$ cat config.mk
export PLATFORM = sky130hd
export DESIGN_NAME = name_value_pair_length_decoder
export DESIGN_NICKNAME = d
export VERILOG_FILES = /design/src/nvpld_pkg.sv /design/src/nvpld_step.sv /design/src/name_value_pair_length_decoder.sv
export SDC_FILE = /design/constraint.sdc
export NUM_CORES = 1
export LEC_CHECK = 0
export BUFFER_PORTS_ARGS = -buffer_cell sky130_fd_sc_hd__buf_2
export CORE_UTILIZATION = 30
export CTS_CLUSTER_SIZE = 10
export DETAILED_ROUTE_END_ITERATION = 6
export PLACE_DENSITY_LB_ADDON = 0.08
export SLEW_MARGIN = 20
export SYNTH_ARGS = -nofsm -noshare
export SYNTH_HDL_FRONTEND = slang
export SYNTH_SLANG_ARGS = --single-unit
$ cat constraint.sdc
create_clock -name clk -period 7.19 [get_ports clk]
set_input_delay 0 -clock clk [delete_from_list [all_inputs] [get_ports clk]]
set_output_delay 0 -clock clk [all_outputs]
set_load 0.1 [all_outputs]
$ cat src/nvpld_pkg.sv
// Shared types and constants for the name-value pair length decoder.
package nvpld_pkg;

    localparam int BYTE_W = 8;
    localparam int LEN_W  = 31;
    localparam int ROLE_W = 2;
    localparam int CNT_W  = 2;

    localparam logic [BYTE_W-1:0] LONG_LENGTH_FLAG = 8'h80;
    localparam logic [CNT_W-1:0]  LONG_EXTRA_BYTES = 2'd3;

    typedef enum logic [2:0] {
        PH_NLEN      = 3'd0,
        PH_NLEN_MORE = 3'd1,
        PH_VLEN      = 3'd2,
        PH_VLEN_MORE = 3'd3,
        PH_NAME      = 3'd4,
        PH_VALUE     = 3'd5
    } phase_t;

    typedef enum logic [ROLE_W-1:0] {
        ROLE_NAME_LEN  = 2'd0,
        ROLE_VALUE_LEN = 2'd1,
        ROLE_NAME      = 2'd2,
        ROLE_VALUE     = 2'd3
    } role_t;

    typedef struct packed {
        phase_t           phase;
        logic [CNT_W-1:0] length_byte_count;
        logic [LEN_W-1:0] name_length_acc;
        logic [LEN_W-1:0] value_length_acc;
        logic [LEN_W-1:0] bytes_left;
    } dec_state_t;

    typedef struct packed {
        logic [BYTE_W-1:0] echo_byte;
        role_t             byte_role;
        logic              pair_end;
        logic [LEN_W-1:0]  pair_name_length;
        logic [LEN_W-1:0]  pair_value_length;
        logic              at_name_start;
    } dec_result_t;

endpackage

$ cat src/nvpld_step.sv
// Per-byte decode step: next parser state and tagged result for one byte.
module nvpld_step (
    input  nvpld_pkg::dec_state_t       state,
    input  logic [nvpld_pkg::BYTE_W-1:0] stream_byte,
    output nvpld_pkg::dec_state_t       state_next,
    output nvpld_pkg::dec_result_t      result
);
    import nvpld_pkg::*;

    logic [LEN_W-1:0] low7;
    logic [LEN_W-1:0] byte_ext;
    logic [LEN_W-1:0] left_dec;
    logic [CNT_W-1:0] cnt_dec;
    logic             is_long;
    logic             cnt_last;
    logic             left_last;

    assign low7      = {{(LEN_W-7){1'b0}}, stream_byte[6:0]};
    assign byte_ext  = {{(LEN_W-BYTE_W){1'b0}}, stream_byte};
    assign left_dec  = state.bytes_left - LEN_W'(1);
    assign cnt_dec   = state.length_byte_count - CNT_W'(1);
    assign is_long   = (stream_byte & LONG_LENGTH_FLAG) != '0;
    assign cnt_last  = state.length_byte_count <= CNT_W'(1);
    assign left_last = state.bytes_left <= LEN_W'(1);

    always_comb
    begin
        logic end_pair;
        logic name_start;
        role_t role;

        state_next = state;
        end_pair   = 1'b0;
        name_start = 1'b0;
        role       = ROLE_NAME_LEN;

        case (state.phase)
            PH_NLEN_MORE:
            begin
                role = ROLE_NAME_LEN;
                state_next.name_length_acc = {state.name_length_acc[LEN_W-9:0], stream_byte};
                if (cnt_last)
                begin
                    state_next.length_byte_count = '0;
                    state_next.phase = PH_VLEN;
                end
                else
                begin
                    state_next.length_byte_count = cnt_dec;
                end
            end
            PH_VLEN, PH_VLEN_MORE:
            begin
                role = ROLE_VALUE_LEN;
                if (state.phase == PH_VLEN && is_long)
                begin
                    state_next.value_length_acc  = low7;
                    state_next.length_byte_count = LONG_EXTRA_BYTES;
                    state_next.phase             = PH_VLEN_MORE;
                end
                else if (state.phase == PH_VLEN_MORE && !cnt_last)
                begin
                    state_next.value_length_acc =
                        {state.value_length_acc[LEN_W-9:0], stream_byte};
                    state_next.length_byte_count = cnt_dec;
                end
                else
                begin
                    // final value length byte: both lengths known
                    if (state.phase == PH_VLEN)
                    begin
                        state_next.value_length_acc = byte_ext;
                    end
                    else
                    begin
                        state_next.value_length_acc =
                            {state.value_length_acc[LEN_W-9:0], stream_byte};
                        state_next.length_byte_count = '0;
                    end
                    if (state.name_length_acc != '0)
                    begin
                        state_next.phase      = PH_NAME;
                        state_next.bytes_left = state.name_length_acc;
                    end
                    else if (state_next.value_length_acc != '0)
                    begin
                        state_next.phase      = PH_VALUE;
                        state_next.bytes_left = state_next.value_length_acc;
                    end
                    else
                    begin
                        state_next.phase = PH_NLEN;
                        end_pair         = 1'b1;
                    end
                end
            end
            PH_NAME:
            begin
                role       = ROLE_NAME;
                name_start = (state.bytes_left == state.name_length_acc);
                if (left_last)
                begin
                    if (state.value_length_acc != '0)
                    begin
                        state_next.phase      = PH_VALUE;
                        state_next.bytes_left = state.value_length_acc;
                    end
                    else
                    begin
                        state_next.phase      = PH_NLEN;
                        state_next.bytes_left = '0;
                        end_pair              = 1'b1;
                    end
                end
                else
                begin
                    state_next.bytes_left = left_dec;
                end
            end
            PH_VALUE:
            begin
                role = ROLE_VALUE;
                if (left_last)
                begin
                    state_next.bytes_left = '0;
                    state_next.phase      = PH_NLEN;
                    end_pair              = 1'b1;
                end
                else
                begin
                    state_next.bytes_left = left_dec;
                end
            end
            default:
            begin
                // start of a pair: first name length byte
                role = ROLE_NAME_LEN;
                if (is_long)
                begin
                    state_next.name_length_acc   = low7;
                    state_next.length_byte_count = LONG_EXTRA_BYTES;
                    state_next.phase             = PH_NLEN_MORE;
                end
                else
                begin
                    state_next.name_length_acc   = byte_ext;
                    state_next.length_byte_count = '0;
                    state_next.phase             = PH_VLEN;
                end
            end
        endcase

        result.echo_byte         = stream_byte;
        result.byte_role         = role;
        result.pair_end          = end_pair;
        result.pair_name_length  = end_pair ? state_next.name_length_acc : '0;
        result.pair_value_length = end_pair ? state_next.value_length_acc : '0;
        result.at_name_start     = name_start;
    end

endmodule

$ cat src/name_value_pair_length_decoder.sv
// Top level of the name-value pair length decoder.
//
// Usage:
//   Input channel (in_valid / in_ready / stream_byte) carries the pair
//   stream one byte per transaction. Output channel (out_valid / out_ready)
//   carries one tagged result per input byte: the byte itself, its role,
//   the pair-end mark with both decoded lengths, and the first-name-byte
//   mark.
//   Output: a result is registered and appears at the output in the cycle
//   after its byte is accepted. Throughput: one byte per cycle while the
//   output is not stalled; the parser state and the result register are
//   both updated in the accepting cycle, so the only loop is the state update.
//   Stall: while out_valid is high and out_ready low, the result register
//   holds and in_ready drops; the parser state does not advance. A new
//   byte is taken in the same cycle the waiting result leaves.
//   Reset: rst_n clears the parser to the start of a pair (expecting a
//   name length byte) and empties the result register.
module name_value_pair_length_decoder (
    input  logic                              clk,
    input  logic                              rst_n,
    input  logic                              in_valid,
    output logic                              in_ready,
    input  logic [nvpld_pkg::BYTE_W-1:0]      stream_byte,
    output logic                              out_valid,
    input  logic                              out_ready,
    output logic [nvpld_pkg::BYTE_W-1:0]      echo_byte,
    output logic [nvpld_pkg::ROLE_W-1:0]      byte_role,
    output logic                              pair_end,
    output logic [nvpld_pkg::LEN_W-1:0]       pair_name_length,
    output logic [nvpld_pkg::LEN_W-1:0]       pair_value_length,
    output logic                              at_name_start
);
    import nvpld_pkg::*;

    dec_state_t  state_reg;
    dec_state_t  state_next;
    dec_result_t result_reg;
    dec_result_t result_next;
    logic        out_valid_reg;
    logic        in_fire;

    // accept whenever the result register is empty or being drained
    assign in_ready = !out_valid_reg || out_ready;
    assign in_fire  = in_valid && in_ready;

    nvpld_step u_step (
        .state       (state_reg),
        .stream_byte (stream_byte),
        .state_next  (state_next),
        .result      (result_next)
    );

    // parser state: advance only on an accepted transaction
    always_ff @(posedge clk or negedge rst_n)
    begin
        if (!rst_n)
        begin
            state_reg.phase             <= PH_NLEN;
            state_reg.length_byte_count <= '0;
            state_reg.name_length_acc   <= '0;
            state_reg.value_length_acc  <= '0;
            state_reg.bytes_left        <= '0;
        end
        else if (in_fire)
        begin
            state_reg <= state_next;
        end
    end

    // result valid flag: set on accept, drop once taken
    always_ff @(posedge clk or negedge rst_n)
    begin
        if (!rst_n)
        begin
            out_valid_reg <= 1'b0;
        end
        else if (in_fire)
        begin
            out_valid_reg <= 1'b1;
        end
        else if (out_ready)
        begin
            out_valid_reg <= 1'b0;
        end
    end

    // result payload: hold while stalled
    always_ff @(posedge clk)
    begin
        if (in_fire)
        begin
            result_reg <= result_next;
        end
    end

    assign out_valid         = out_valid_reg;
    assign echo_byte         = result_reg.echo_byte;
    assign byte_role         = result_reg.byte_role;
    assign pair_end          = result_reg.pair_end;
    assign pair_name_length  = result_reg.pair_name_length;
    assign pair_value_length = result_reg.pair_value_length;
    assign at_name_start     = result_reg.at_name_start;

endmodule

---- Word-level counts from Yosys, hierarchy flattened ----
Index checks and enable logic that the tools add are counted.
word-level totals
  word-level logic and storage cells ...... 89
  input bits .............................. 12
  register bits after elaboration ......... 173
  output and inout port bits .............. 76
cells by class
  magnitude comparators ................... 2
  eq/ne operators ......................... 14
  mux-type cells .......................... 41
  reduce and logical (&&, ||, !) cells .... 17
  bitwise logic cells ..................... 1
  add/sub/neg operators ................... 2
operators by type and width
  operator                                                                           number
  31-bit 2-to-1 mux                                                                  14
  31-bit case mux with 3 select lines                                                1
  31-bit nonzero test                                                                3
  31-bit case mux with 2 select lines                                                1
  35-bit 2-to-1 mux                                                                  1
  31-bit == test                                                                     1
  31-bit by 1-bit less-or-equal comparator with 1-bit output, second input constant  1
  31-bit by 1-bit subtractor with 31-bit output, second input constant               1
  3-bit 2-to-1 mux                                                                   7
  2-bit case mux with 3 select lines                                                 2
  3-bit case mux with 4 select lines                                                 1
  5-bit AND reduction                                                                2
  1-bit 2-to-1 mux                                                                   9
  3-bit by 2-bit == test with 1-bit output, second input constant                    2
  3-bit == test, second input constant                                               2
  2-bit 2-to-1 mux                                                                   3
  2-bit by 1-bit != test with 1-bit output, second input constant                    3
  5-bit 2-to-1 mux                                                                   1
  2-bit != test, second input constant                                               2
  4-bit by 2-bit != test with 1-bit output, second input constant                    1
  2-bit OR reduction                                                                 2
  4-bit OR reduction                                                                 1
  3-bit by 1-bit == test with 1-bit output, second input constant                    1
  1-bit logical AND                                                                  3
  11 further kinds                                                                   12

---- Logic depth before layout (Yosys ltp) ----
  depth after elaboration ................. 12
  gate-level depth with buffers ........... 10
  mapped depth without buffers ............ 8

---- Cells and area by module ----
From an unflattened synthesis, not the netlist that was laid out.
second synthesis, totals
  cells, all modules ...................... 987
  area, all modules ....................... 10007.1 um^2
modules (own cells, without submodules)
  module                          area each (um^2)  instances  seq. area each (um^2)  cells an instance
  name_value_pair_length_decoder  5934.4            1          4699.5                 285
  nvpld_step                      4072.7            1          0.0                    702

---- Worst setup path before layout ----
Ideal clock, no wire load.
  path type ............................... reg-to-reg
  from .................................... reg out_valid_reg (netlist: out_valid)
  to ...................................... reg state_reg[38] in the netlist's numbering
  stages on the path, launching flop included .. 8
  path slack .............................. 2.842 ns
  required time ........................... 7.095 ns
  data arrival time ....................... 4.253 ns
  library setup time ...................... 0.095 ns
  buffers on the path ..................... 2
  cell sequence ........................... dfrtp_1 -> nand2b_1 -> nand2_1 -> inv_1 -> nand2_1 -> clkbuf_1 -> clkbuf_1 -> o31ai_1
between the ends
  cells in the longest elaborated chain, start to end .. 3
RTL lines
  what                    line                                  RTL
  start, declared         name_value_pair_length_decoder.sv:39  logic out_valid_reg;
  start signal, assigned  name_value_pair_length_decoder.sv:75  out_valid_reg <= 1'b0;
  start signal, assigned  name_value_pair_length_decoder.sv:79  out_valid_reg <= 1'b1;
  start signal, assigned  name_value_pair_length_decoder.sv:83  out_valid_reg <= 1'b0;
  1-bit logical NOT       name_value_pair_length_decoder.sv:43  assign in_ready = !out_valid_reg || out_ready;
  1-bit logical OR        name_value_pair_length_decoder.sv:43
  named net in_ready      name_value_pair_length_decoder.sv:22  output logic in_ready,
  1-bit logical AND       name_value_pair_length_decoder.sv:44  assign in_fire = in_valid && in_ready;
  named net in_fire       name_value_pair_length_decoder.sv:40  logic in_fire;
  end signal, assigned    name_value_pair_length_decoder.sv:66  state_reg <= state_next;
  end, declared           name_value_pair_length_decoder.sv:35  dec_state_t state_reg;
The timed path passes the listed nets, and every way through them passes these cells.
A chain may end at the register's enable or synchronous reset.

---- Worst setup path after layout ----
  from .................................... reg state_reg[77] in the netlist's numbering
  to ...................................... reg result_reg (netlist bit pair_name_length[30]), data pin
between the ends
  cells in the longest elaborated chain, start to end .. 5
RTL lines
  what                                line                                  RTL
  31-bit nonzero test                 nvpld_step.sv:80                      if (state.name_length_acc != '0)
  1-bit 2-to-1 mux                    nvpld_step.sv:80
  1-bit 2-to-1 mux                    nvpld_step.sv:61                      else if (state.phase == PH_VLEN_MORE && !cnt_last)
  1-bit 2-to-1 mux                    nvpld_step.sv:55                      if (state.phase == PH_VLEN && is_long)
  1-bit case mux with 3 select lines  nvpld_step.sv:37                      case (state.phase)
  end signal, assigned                name_value_pair_length_decoder.sv:92  result_reg <= result_next;
  end, declared                       name_value_pair_length_decoder.sv:37  dec_result_t result_reg;
No other way between the ends.

==> flow_summary.ini <==
[status]
status = finished clean

[setup_path]
arrival_ps = 4240
path_delay_family = simple AND/OR/NAND/NOR gates
rr_endpoint = pair_name_length[30]$_SDFFCE_PN0P_
cp_max_fo = 32
start_kind = flip-flop
path_buf_inv = 2
timing.rr.start = state_reg[77]$_DFFE_PN0P_
ff2ff_setup_slack_ps = 3240
crit_required_ps = 7480
slowest_stage = nor2_2
rr_worst_depth = 8
crit_chain = nor4_1 -> nand4_1 -> nor2_2 -> buf_4 -> nand3_1 -> a21o_4 -> buf_4 -> nor2_2
crit_type = reg -> reg
endpoint_kind = flip-flop
critPathMaxStageDelay_ps = 660

[sta]
tightest_slew_ps = 1129
post-route-min-period_ps = 3954
rsz0062_at_grt = false
timing.fmax_mhz = 252.9
fin_crit_sh_pct = 54.99
finalSetupViolations = 0
setup_tns_ps = 0
drv_slew = 0
report.final.hold_viol_count = 0
slew_headroom_pct = 24.74
clock_skew_ps = 12.86

[clock_tree]
cts_resized = 0
cts_root_buf = clkbuf_16
clk_pin_slew_ps = 70
cts_buffer_depth = 2
numCtsBuffers = 17
cts_tree = done
htree_levels = 4
clock-sinks = 173
clk_latency_ps = 440
cts_setup_buffers = 0

[placed_design]
placed_cells = 1410
place_congestion = 0.8974
portBuffers = 87
hpwl_um = 23680

[floorplan]
core_um2 = 31880
row_count = 65
ioPinCount = 88
dieArea_um2 = 33540
die_w_um = 183.2
die_h_um = 183.2
start_util_pct = 30.88

[route]
wl_um = 34710
num_vias = 8001
drt_iter0_drc = 921
route.detailed.drc = 0
firstDrtPassIters = 5
via_per_inst = 5.510
ant_nets = 0
wl_per_cell_um = 23.90

[logic_synthesis]
syn_area_um2 = 9844
synthDistinctLibCells = 79
synthArstFlopShare_pct = 57.23
synth_flop_cell = dfrtp_1
synth-edff-count = 74
yosysSeqAreaShare_pct = 47.74
netlist_instances = 961
syn_nets = 981
avgSynthCellArea_um2 = 10.24
yosys_warnings = 0
yosys_register_bits = 173

[power_and_ir_drop]
cellLeakagePower_nw = 4.313
power_density_nw_per_um2 = 457.8
p_total_mw = 5.120
vdd_drop_max_mv = 0.1839

[hold_path]
hold_class = in -> reg
min_from = stream_byte[7]
hold_depth = 1
timing.hold.worst_endpoint = echo_byte[7]$_DFFE_PP_

[final_layout]
finalNonFillerCells = 1452
drive_gt1_share_pct = 22.32
syn_to_final_growth_pct = 13.61
largest_reg_flops = 98
fill_cells = 3308
seq_area_um2 = 4700
final_cell_mix = nand2_1 (112), dfrtp_1 (99), buf_2 (86), edfxtp_1 (74), a21oi_1 (43)
nNetsFinal = 1024
n_antenna_cell = 0
utilization_pct = 35.08
layout_commonest_cell = nand2_1
multiInputGateArea_um2 = 4624

[flow_run]
maxCapViolCount = 0

[global_route]
grt_start_max_net_pins = 57
grt_pass1_wl_um = 52490
busiest_layer = met2
overflow = 0
gr-usage-met1_pct = 29.47
grt_use_met3_pct = 3.753
antenna_found_initial = 0
use_met2_pct = 32.82
first_global_vias = 7813
grt_usage_pct = 21.29
power breakdown:
| group | total, mW | internal [mW] | switching [mW] |
|---|---|---|---|
| clock | 0.936 | 0.494 | 0.442 |
| sequential | 1.90 | 1.29 | 0.610 |
| combinational | 2.28 | 0.720 | 1.56 |
cell type report:
cell class                 instances  area share [%]
clock buffer                      18           3.927
clock inverter                    14           1.208
inverter                          20          0.6824
multi-input combinational        678           41.35
sequential                       173           42.02
tap                              435           4.866
timing repair buffer             114           5.951
cells by family after synthesis:
family	after synthesis	share of synthesized area, %
AND/OR/NAND/NOR	356	21.37
AO/OA/AOI/OAI	258	19.12
flip-flops	173	47.74
buffers and inverters	110	5.516
XOR/XNOR	42	3.737
multiplexers	14	1.513
adder cells (fa/ha/maj)	8	1.017
cells in the mapped netlist, drive strengths merged (2+ instances only):
library cell / n / area share [%]
nand2: 114 / 4.4
dfrtp: 99 / 25
edfxtp: 74 / 23
nor2: 70 / 5.7
a21oi: 65 / 4.1
clkbuf: 63 / 2.4
o21ai: 47 / 2.4
nand3: 39 / 2.2
a22o: 35 / 3.1
xor2: 34 / 3.0
nor2b: 32 / 2.0
nor4: 32 / 2.4
buf: 27 / 2.4
nor3: 27 / 1.6
o31ai: 24 / 2.1
inv: 19 / 0.72
nand4: 15 / 1.0
a221oi: 13 / 1.2
a31oi: 8 / 0.51
ha: 8 / 1.0
o22ai: 8 / 0.51
xnor2: 8 / 0.71
a211oi: 7 / 0.58
a311o: 7 / 0.71
a311oi: 7 / 0.62
mux2: 7 / 0.80
mux2i: 7 / 0.71
a211o: 6 / 0.53
nand2b: 6 / 0.38
a32o: 5 / 0.51
o311ai: 5 / 0.44
or3: 4 / 0.25
a21o: 3 / 0.23
a31o: 3 / 0.27
and3: 3 / 0.19
o211ai: 3 / 0.23
a221o: 2 / 0.20
a22oi: 2 / 0.15
and2: 2 / 0.13
nand4b: 2 / 0.18
nor3b: 2 / 0.15
o21a: 2 / 0.15
o31a: 2 / 0.18
or3b: 2 / 0.18
or4: 2 / 0.19
metal layers:
layer,part of all wire (%),vias up
li1,-,3632
met3,5.6,55
met2,46,295
met4,3.3,0
met5,0,-
met1,45,4019
how the worst max path moves through the flow:
stage / cells after the start / slack (ps) / endpoint / start
2_1_floorplan: 7 / 2840 / state_reg[38]$_DFFE_PN0P_ / out_valid$_DFFE_PN0P_
3_3_place_gp: 8 / 3320 / pair_name_length[30]$_SDFFCE_PN0P_ / state_reg[77]$_DFFE_PN0P_
3_5_place_dp: 8 / 3250 / pair_name_length[13]$_SDFFCE_PN0P_ / state_reg[77]$_DFFE_PN0P_
4_1_cts: 8 / 3240 / pair_name_length[13]$_SDFFCE_PN0P_ / state_reg[77]$_DFFE_PN0P_
5_1_grt: 8 / 2970 / pair_name_length[30]$_SDFFCE_PN0P_ / state_reg[77]$_DFFE_PN0P_
6_report: 8 / 3240 / pair_name_length[30]$_SDFFCE_PN0P_ / state_reg[77]$_DFFE_PN0P_
stage by stage:
stage / setup slack, ps / hold WS, ps / instance area [um2]
floorplan: 2842 / -295.6 / 9844
global placement: 3319 / 90.86 / 10510
detailed placement: 3248 / 101.7 / 10510
CTS: 3243 / 18.32 / 11180
global route: 2965 / 3.477 / 11180
finish: 3236 / 21.74 / 11180
what timing repair did:
action	CTS	global route
endpoints found under the hold margin	67	0
endpoints found under the setup margin	0	0
hold buffers	10	0
No activity file was read; power rests on OpenSTA's default activity.
